<file path="src/rtl/tct_pkg.sv">
// ----------------------------------------------------------------------------
// tct_pkg
// Types and constants shared by the tcp connection tracker modules.
// ----------------------------------------------------------------------------
package tct_pkg;

  // flag bit positions in the tcp flag byte
  localparam int unsigned FlagFin = 0;
  localparam int unsigned FlagSyn = 1;
  localparam int unsigned FlagRst = 2;
  localparam int unsigned FlagAck = 4;

  localparam logic [15:0] MinHdrBytes = 16'd20;
  localparam logic [48:0] OneSecondUs = 49'd1000000;

  typedef enum logic [2:0] {
    STAT_OTHER_DIR  = 3'd0,
    STAT_BAD_HDR    = 3'd1,
    STAT_UNKNOWN    = 3'd2,
    STAT_OTHER_CONN = 3'd3,
    STAT_TRACKED    = 3'd4,
    STAT_PURE_ACK   = 3'd5
  } status_e;

  typedef struct packed {
    logic [1:0]  direction;
    logic [15:0] segment_length;
    logic [3:0]  data_offset;
    logic [7:0]  tcp_flags;
    logic [15:0] source_port;
    logic [15:0] dest_port;
    logic [31:0] seq_number;
    logic [31:0] ack_number;
    logic [15:0] window_size;
    logic [47:0] timestamp_us;
  } item_t;

  typedef struct packed {
    status_e     status;
    logic [15:0] dup_ack_count;
    logic [31:0] highest_seq;
    logic [31:0] highest_ack;
    logic [15:0] last_window;
    logic [31:0] half_packets;
    logic [31:0] total_packets;
    logic [47:0] byte_total;
    logic [47:0] duration_us;
  } result_t;

  // per-direction tracking state
  typedef struct packed {
    logic [15:0] port;
    logic        seq_known;
    logic [31:0] seq_top;
    logic        ack_known;
    logic [31:0] ack_top;
    logic [15:0] dup_count;
    logic [15:0] window;
    logic [31:0] pkt_count;
  } half_t;

  typedef struct packed {
    half_t [1:0] half;
    logic [31:0] all_pkts;
    logic [47:0] byte_count;
    logic [47:0] start_time;
    logic [47:0] end_time;
    logic [47:0] last_time;
  } conn_t;

endpackage

</file>
<file path="src/rtl/tct_update.sv">
// ----------------------------------------------------------------------------
// tct_update
// Classifies one segment header and computes the next connection state and
// the result word from the current state.
// ----------------------------------------------------------------------------
module tct_update import tct_pkg::*; (
  input  item_t   item_i,
  input  conn_t   state_i,
  output conn_t   state_o,
  output result_t result_o
);

  logic        s;
  logic        d;
  logic        dir_ok;
  logic [15:0] hlen;
  logic        bad_hdr;
  logic        learn;
  logic        has_syn;
  logic        has_ack;
  logic        match;
  logic        tracked;
  logic [15:0] payload;
  half_t       hc;
  half_t       hn;
  logic [31:0] seq0;
  logic [31:0] seq_diff;
  logic [31:0] ack0;
  logic [31:0] ack_diff;
  logic        ack_upd;
  logic [47:0] start0;
  logic [47:0] end0;
  logic [47:0] last0;
  logic [48:0] now_plus;
  logic [48:0] byte_sum;
  logic        pure_ack;

  always_comb begin
    s       = item_i.direction[0];
    d       = ~item_i.direction[0];
    dir_ok  = ~item_i.direction[1];
    hlen    = {10'd0, item_i.data_offset, 2'b00};
    bad_hdr = (item_i.segment_length < MinHdrBytes) || (hlen > item_i.segment_length);
    has_syn = item_i.tcp_flags[FlagSyn];
    has_ack = item_i.tcp_flags[FlagAck];
    learn   = (state_i.half[d].port == 16'd0);
    // while learning a syn fixes both ports, so the pair matches trivially
    match   = learn || ((item_i.source_port == state_i.half[s].port) &&
                        (item_i.dest_port == state_i.half[d].port));
    tracked = dir_ok && !bad_hdr && (!learn || has_syn) && match;
    payload = item_i.segment_length - hlen;

    hc   = state_i.half[s];
    seq0 = hc.seq_known ? hc.seq_top : item_i.seq_number;
    ack0 = (!hc.ack_known && has_ack) ? item_i.ack_number : hc.ack_top;

    // seq strictly after seq0 modulo 2^32
    seq_diff = seq0 - item_i.seq_number;
    ack_diff = ack0 - item_i.ack_number;
    ack_upd  = has_ack && ((ack_diff == 32'd0) || ack_diff[31]);

    hn           = hc;
    hn.seq_known = 1'b1;
    hn.seq_top   = (seq_diff[31] && !has_syn) ?
                   (item_i.seq_number + {16'd0, payload} - 32'd1) : seq0;
    hn.ack_known = hc.ack_known | has_ack;
    hn.ack_top   = ack_upd ? item_i.ack_number : ack0;
    if (ack_upd) begin
      if (ack_diff == 32'd0) begin
        hn.dup_count = (hc.dup_count == 16'hFFFF) ? hc.dup_count : hc.dup_count + 16'd1;
      end else begin
        hn.dup_count = 16'd0;
      end
    end
    hn.window    = item_i.window_size;
    hn.pkt_count = (hc.pkt_count == 32'hFFFFFFFF) ? hc.pkt_count : hc.pkt_count + 32'd1;
    if (learn) begin
      hn.port = item_i.source_port;
    end

    start0   = learn ? item_i.timestamp_us : state_i.start_time;
    end0     = learn ? item_i.timestamp_us : state_i.end_time;
    last0    = learn ? item_i.timestamp_us : state_i.last_time;
    now_plus = {1'b0, item_i.timestamp_us} + OneSecondUs;
    byte_sum = {1'b0, state_i.byte_count} + {33'd0, payload};

    state_o = state_i;
    if (tracked) begin
      state_o.half[s]    = hn;
      if (learn) begin
        state_o.half[d].port = item_i.dest_port;
      end
      state_o.all_pkts   = (state_i.all_pkts == 32'hFFFFFFFF) ?
                           state_i.all_pkts : state_i.all_pkts + 32'd1;
      state_o.start_time = start0;
      state_o.end_time   = end0;
      state_o.last_time  = last0;
      if (payload != 16'd0) begin
        if ({1'b0, last0} < now_plus) begin
          state_o.end_time = item_i.timestamp_us;
        end
        state_o.last_time  = item_i.timestamp_us;
        state_o.byte_count = byte_sum[48] ? {48{1'b1}} : byte_sum[47:0];
      end
    end

    pure_ack = has_ack && !has_syn && !item_i.tcp_flags[FlagFin] &&
               !item_i.tcp_flags[FlagRst] && (hlen == item_i.segment_length);

    result_o = '0;
    priority if (!dir_ok) begin
      result_o.status = STAT_OTHER_DIR;
    end else if (bad_hdr) begin
      result_o.status = STAT_BAD_HDR;
    end else if (learn && !has_syn) begin
      result_o.status = STAT_UNKNOWN;
    end else if (!match) begin
      result_o.status = STAT_OTHER_CONN;
    end else begin
      result_o.status        = pure_ack ? STAT_PURE_ACK : STAT_TRACKED;
      result_o.dup_ack_count = hn.dup_count;
      result_o.highest_seq   = hn.seq_top;
      result_o.highest_ack   = hn.ack_top;
      result_o.last_window   = hn.window;
      result_o.half_packets  = hn.pkt_count;
      result_o.total_packets = state_o.all_pkts;
      result_o.byte_total    = state_o.byte_count;
      result_o.duration_us   = state_o.end_time - state_o.start_time;
    end
  end

endmodule

</file>
<file path="src/rtl/tcp_connection_tracker.sv">
// ----------------------------------------------------------------------------
// tcp_connection_tracker
// Follows one tcp connection in both directions, one header word per item.
// ----------------------------------------------------------------------------
// pipeline: an input word is held in the input register and its result word is
//   captured in the result register, which waits while out_stall_i holds it
// throughput: one word per cycle while the output does not stall, set by the single
//   update pass between the input register and the result register, which also writes the state
// reset: rst_ni clears all tracking state and the valid flags of both stages at once
module tcp_connection_tracker import tct_pkg::*; (
  input  logic        clk_i,
  input  logic        rst_ni,
  input  logic        in_valid_i,
  output logic        in_stall_o,
  input  logic [1:0]  direction_i,
  input  logic [15:0] segment_length_i,
  input  logic [3:0]  data_offset_i,
  input  logic [7:0]  tcp_flags_i,
  input  logic [15:0] source_port_i,
  input  logic [15:0] dest_port_i,
  input  logic [31:0] seq_number_i,
  input  logic [31:0] ack_number_i,
  input  logic [15:0] window_size_i,
  input  logic [47:0] timestamp_us_i,
  output logic        out_valid_o,
  input  logic        out_stall_i,
  output logic [2:0]  status_o,
  output logic [15:0] dup_ack_count_o,
  output logic [31:0] highest_seq_o,
  output logic [31:0] highest_ack_o,
  output logic [15:0] last_window_o,
  output logic [31:0] half_packets_o,
  output logic [31:0] total_packets_o,
  output logic [47:0] total_bytes_o,
  output logic [47:0] duration_us_o
);

  item_t   item_q;
  logic    in_valid_q;
  result_t res_d;
  result_t res_q;
  logic    out_valid_q;
  conn_t   state_d;
  conn_t   state_q;
  logic    advance;
  logic    in_fire;

  // input stage moves on when the result register is free or being drained
  assign advance    = in_valid_q && (!out_valid_q || !out_stall_i);
  assign in_stall_o = in_valid_q && !advance;
  assign in_fire    = in_valid_i && !in_stall_o;

  tct_update u_update (
    .item_i   (item_q),
    .state_i  (state_q),
    .state_o  (state_d),
    .result_o (res_d)
  );

  always_ff @(posedge clk_i or negedge rst_ni) begin
    if (!rst_ni) begin
      in_valid_q  <= 1'b0;
      out_valid_q <= 1'b0;
      state_q     <= '0;
    end else begin
      if (in_fire) begin
        in_valid_q <= 1'b1;
      end else if (advance) begin
        in_valid_q <= 1'b0;
      end
      if (advance) begin
        out_valid_q <= 1'b1;
        state_q     <= state_d;
      end else if (!out_stall_i) begin
        out_valid_q <= 1'b0;
      end
    end
  end

  always_ff @(posedge clk_i) begin
    if (in_fire) begin
      item_q.direction      <= direction_i;
      item_q.segment_length <= segment_length_i;
      item_q.data_offset    <= data_offset_i;
      item_q.tcp_flags      <= tcp_flags_i;
      item_q.source_port    <= source_port_i;
      item_q.dest_port      <= dest_port_i;
      item_q.seq_number     <= seq_number_i;
      item_q.ack_number     <= ack_number_i;
      item_q.window_size    <= window_size_i;
      item_q.timestamp_us   <= timestamp_us_i;
    end
    if (advance) begin
      res_q <= res_d;
    end
  end

  assign out_valid_o     = out_valid_q;
  assign status_o        = res_q.status;
  assign dup_ack_count_o = res_q.dup_ack_count;
  assign highest_seq_o   = res_q.highest_seq;
  assign highest_ack_o   = res_q.highest_ack;
  assign last_window_o   = res_q.last_window;
  assign half_packets_o  = res_q.half_packets;
  assign total_packets_o = res_q.total_packets;
  assign total_bytes_o   = res_q.byte_total;
  assign duration_us_o   = res_q.duration_us;

endmodule
</file>
<file path="config.mk">
export PLATFORM = sky130hd
export DESIGN_NAME = tcp_connection_tracker
export DESIGN_NICKNAME = d
export VERILOG_FILES = /design/src/rtl/tct_pkg.sv /design/src/rtl/tct_update.sv /design/src/rtl/tcp_connection_tracker.sv
export SDC_FILE = /design/constraint.sdc
export NUM_CORES = 2
export LEC_CHECK = 0
export ABC_CLOCK_PERIOD_IN_PS = 22300
export BUFFER_PORTS_ARGS = -buffer_cell sky130_fd_sc_hd__buf_2
export CORE_ASPECT_RATIO = 1.4
export CORE_MARGIN = 4
export CORE_UTILIZATION = 60
export CTS_BUF_LIST = sky130_fd_sc_hd__clkbuf_2 sky130_fd_sc_hd__clkbuf_4 sky130_fd_sc_hd__clkbuf_8
export CTS_CLUSTER_DIAMETER = 50
export DETAILED_ROUTE_END_ITERATION = 8
export PLACE_DENSITY_LB_ADDON = 0.05
export SLEW_MARGIN = 20
export SYNTH_ARGS = -nofsm -noshare
export SYNTH_HDL_FRONTEND = slang
export SYNTH_SLANG_ARGS = --single-unit
</file>
<file path="constraint.sdc">
create_clock -name clk_i -period 22.3 [get_ports clk_i]
set_clock_uncertainty 0.15 [all_clocks]
set_input_delay 1.115 -clock clk_i [delete_from_list [all_inputs] [get_ports clk_i]]
set_output_delay 1.115 -clock clk_i [all_outputs]
set_load 0.05 [all_outputs]
</file>
Word level (Yosys, flattened, before mapping) --
Index checks and enable logic that the tools add are counted.
Operators by class: eq/ne operators 7, reductions and logical operators 39, multipliers 0, bitwise logic cells 4, $add $sub $neg 11, muxes and demuxes 37, magnitude comparators 7, divide/modulo/power cells 0, shift operators 0
Operator list (number):
- two-way mux 146 bit | 6
- bitwise mux 292 bit | 2
- demux 146 bit (select 1 bit) | 2
- two-way mux 292 bit | 1
- two-way mux 48 bit | 6
- two-way mux 224 bit | 1
- two-way mux 32 bit | 6
- two-way mux 96 bit | 1
- adder 32 x 1 -> 32 bit, second input constant | 2
- equality test 32 bit, second input constant | 2
- two-way mux 16 bit | 4
- subtractor 32 bit | 2
- adder 48 x 16 -> 49 bit | 1
- adder 48 x 20 -> 49 bit, second input constant | 1
- < comparator 48 x 49 -> 1 bit | 1
- subtractor 48 bit | 1
- adder 32 x 16 -> 32 bit | 1
- equality test 16 bit | 2
- zero test 32 bit | 1
- subtractor 32 x 1 -> 32 bit, second input constant | 1
- logical AND 1 bit | 17
- adder 16 x 1 -> 16 bit, second input constant | 1
- equality test 16 bit, second input constant | 1
- equality test 6 x 16 -> 1 bit | 1
- other kinds (18) | 41
Word-level totals: flip-flop bits (word level) 964, ROM bits 0, memories kept 0, memory bits (writable) 0, input port bits 194, logic and storage cells 149, output and inout port bits 261, latch bits 0

Logic depth before layout (Yosys ltp) --
depth after elaboration 13, depth in mapped cells 41, mapped depth without buffers 38

Modules after synthesis --
Synthesis repeated with hierarchy kept, for this count alone.
Unflattened totals: cells, all modules 5637, area total of the unflattened synthesis 57751.6 um2
By module, submodules not included:
- tcp_connection_tracker | area each 32741.4 um2, cells an instance 1546, times used 1, seq. area each 26445.4 um2
- tct_update | area each 25010.2 um2, cells an instance 4091, times used 1, seq. area each 0.0 um2

Worst setup path before layout --
Ideal clock, no wire load.
path type input to register, start input out_stall_i, end register with a tool-made name, setup slack 13843 ps, data required time 22027 ps, arrival 8184 ps, library setup time 123 ps, path buffers 2, stages 9, cell sequence nand2_1 nand2_1 clkbuf_1 inv_1 nand2_2 nor2_1 buf_2 nand3_1 xnor2_1
RTL lines:
- from (decl) | RTL line tcp_connection_tracker.sv:26 | input logic out_stall_i,

==> metrics.md <==
| Metric | Value |
|---|---|
| Status | `complete, no violations` |
| Cell Area, Synth | `between 0.05 and 0.06 mm^2` |
| Ys Warns | `0` |
| Die Y-Extent | `353 um` |
| Crit Path Category | `flip-flop to flip-flop` |
| Largest net degree at the start of global routing | `161` |
| Die area | `0.0900 mm^2` |
| Resize count post-CTS | `0` |
| Cell Pwr Density | `114 mW/mm^2` |
| # setup viols final | `0` |
| Final Critical Period | `about 11000 ps` |
| CTS tree | `built` |
| CTS Hold Bufs | `0` |
| Hold Crit Class | `input pin to asynchronous set/reset pin` |
| Critical path origin | `item_q[188]` |
| CP dominant cell by count | `buf_4` |
| Post-CTS repair timing setup buffer count | `0` |
| Required @ worst endpoint | `between 20000 and 25000 ps` |
| R2R cell count | `32` |
| Sequential share of power | `35.2%` |
| Reg-to-reg critical path startpoint | `item_q[188]` |
| Clock power frac | `roughly a quarter` |
| Register area share after synthesis | `approximately 50%` |
| Layout Nets | `slightly below 6000` |
| Area delta synth->final | `12.2%` |
| DR WL/cell | `between 20 and 25 um` |
| Synth top area share | `between 20% and 30%` |
| CTS H-tree lvls | `4` |
| Post-synth net total | `5367` |
| Placed cell area | `~0.054 mm^2` |
| Vias in the first global route | `between 30000 and 40000` |
| Synth Register Bits | `between 900 and 1000` |
| Setup crit end kind | `flip-flop` |
| Internal | `around 4.0 mW` |
| Critical path data arrival time | `between 10000 and 15000 ps` |
| Num rows | `between 100 and 150` |
| CP Max Fanout | `between 50 and 60` |
| Clock slew at reported path FFs | `60 ps` |
| Syn avg cell area | `approximately 10 um^2` |
| Max Clk Rate | `approximately 93 MHz` |
| Crit share post-route | `approximately half` |
| CTS sink count | `about 930` |
| Maxcap violations | `0` |
| Initial antenna violation count | `7` |
| Vias/cell | `just under 6` |
| Final HPWL DP | `just over 90000 um` |
| Worst vdd ir | `114 uV` |
| FF-to-FF setup slack | `11550 ps` |
| All-layer global routing usage | `29.4%` |
| Worst-Margin Slew | `1100 ps` |
| Leak Pwr | `between 20 and 25 nW` |
| Clk buf depth | `3` |
| NetSw | `around 2.5 mW` |
| Antenna Nets Post-Route | `0` |
| # DRC | `0` |
| Share of cells above drive strength 1 | `~19%` |
| First-pass GRT wire length | `211000 um` |
| GP Congestion | `roughly 0.9` |
| Total grt overflow | `0` |
| Post-synth top cells | `518 x nand2_1, 486 x dfrtp_1, 446 x nor2_1` |
| Cell with the most instances after synthesis | `nand2_1` |
| DP Cell Count | `6278` |
| Post-route cell area | `roughly 0.057 mm^2` |
| Cts bufs inserted | `152` |
| Largest cells by area after synthesis | `edfxtp_1 26%, dfrtp_1 24%, ha_1 5.5%` |
| Synth Flop Type | `dfrtp_1` |
| Syn Inst Count | `4943` |
| 1st-iter DRT viols | `just over 3000` |
| Logic gate share of total power | `between 40 and 50%` |
| Final Hold Fails | `0` |
| Die Span X | `255 um` |
| Later-pin clock latency in the skew report | `roughly 830 ps` |
| Nature of the critical path startpoint | `flip-flop` |
| Total Wirelength | `between 100000 and 150000 um` |
| Switching portion of total power | `between 30% and 40%` |
| Effective utilization at floorplan | `about three fifths` |
| Post-synth EDFFs | `between 400 and 500` |
| Max-slew headroom | `26.4%` |
| Ports | `between 400 and 500` |
| Slowest stage cell on the critical path | `buf_4` |
| TNS Setup | `0 ps` |
| Pins Over Slew Limit | `0` |
| PortBufs | `450` |
| Core area | `between 0.08 and 0.09 mm^2` |
| TritonRoute pass-1 iters | `8` |
| Largest area contributor in the netlist | `edfxtp_1` |
| Largest stage delay on the critical path | `about 750 ps` |
| Root Buffer Master | `clkbuf_8` |
| Tot Pwr | `roughly 6.5 mW` |
| Yosys cell types | `101` |
| Final Non-Filler Cells | `between 6000 and 7000` |
| Vias | `just under 40000` |
| Unrepaired setup endpoints after global routing | `no` |
| FFs w/ async S/R, synth | `52.2%` |
-- power by group through the flow --
stage	sequential (mW)	combinational (mW)	clock, mW
after floorplan	2.42	1.92	0
after detailed placement	2.32	2.62	0
after CTS	2.29	2.64	1.60
final	2.29	2.65	1.57
after global placement	2.31	2.59	0
after global routing	2.32	2.95	1.68
-- final timing paths --
kind | end
setup / recovery | duration_us_o[45]
hold / removal | asynchronous set/reset pin
setup reg to reg | duration_us_o[45]
hold reg to reg | flip-flop
max in group asynchronous | state_q[122]
min in group clk_i | flip-flop
-- metrics by stage --
step | hold WS [ps] | utilization [%] | setup WS (ps)
2_1_floorplan | 277 | - | 13840
3_3_place_gp | 288 | 64.0 | 11650
3_5_place_dp | 297 | 64.0 | 11590
4_1_cts | 57.8 | 67.8 | 11560
5_1_grt | 102 | 67.9 | 10920
6_report | 55.8 | 67.9 | 11550
-- worst max-delay path, delay by kind of cell, from the launching register on --
family	cells	cell delay [ps]
compound gates	15	4870
xor+xnor	1	170
flops	1	320
simple gates	8	1040
fa+ha+maj	2	660
buf+inv	4	2490
mux	2	630
-- logic make-up (layout without fill, tap and decap cells) --
| logic type | count (synthesis) | count (layout) | synth area share, % |
|---|---|---|---|
| buffers and inverters | 432 | 963 | 3.48 |
| xor gates and xnor gates | 302 | 302 | 5.17 |
| DFF | 931 | 931 | 49.9 |
| adders and majority gates | 230 | 230 | 5.70 |
| other | 0 | 11 | 0 |
| muxes | 422 | 422 | 8.93 |
| AOI/OAI and AO/OA | 1118 | 1118 | 13.0 |
| and+or+nand+nor | 1508 | 1508 | 13.7 |
-- placed cells by master (no fill, tap or decap), types with 17 or more instances in the layout --
| cell | n |
|---|---|
| a211oi_1 | 26 |
| a21o_1 | 89 |
| a21oi_1 | 320 |
| a31oi_1 | 48 |
| and2_1 | 45 |
| and3_1 | 48 |
| buf_2 | 449 |
| buf_4 | 39 |
| clkbuf_4 | 62 |
| clkbuf_8 | 171 |
| clkinv_1 | 17 |
| dfrtp_1 | 486 |
| edfxtp_1 | 445 |
| ha_1 | 225 |
| inv_1 | 186 |
| mux2_1 | 18 |
| mux2_2 | 168 |
| mux2i_1 | 206 |
| mux2i_2 | 26 |
| nand2_1 | 514 |
| nand2b_1 | 33 |
| nand3_1 | 100 |
| nand4_1 | 59 |
| nor2_1 | 446 |
| nor2b_1 | 53 |
| nor3_1 | 57 |
| nor4_1 | 30 |
| o21a_1 | 22 |
| o21ai_0 | 364 |
| o21ai_1 | 66 |
| o31ai_1 | 24 |
| or3_1 | 23 |
| xnor2_1 | 168 |
| xor2_1 | 134 |
-- area by class of cell --
| type | instances | area [um^2] |
|---|---|---|
| Sequential cell | 931 | 25500 |
| Fill cell | 6825 | 27200 |
| Inverter | 189 | 717 |
| Clock inverter | 51 | 408 |
| Antenna cell | 11 | 27.5 |
| Timing Repair Buffer | 490 | 2570 |
| Clock buffer | 233 | 2820 |
| Tap cell | 1088 | 1360 |
| Multi-Input combinational cell | 3580 | 23900 |
-- metal layers --
metal	part of all wire [%]	track usage, %
met1	42	38.9
met4	3.1	9.88
met2	49	49.7
met3	5.8	4.48
met5	0	0
Note: power is estimated with default switching activity, not from simulation.
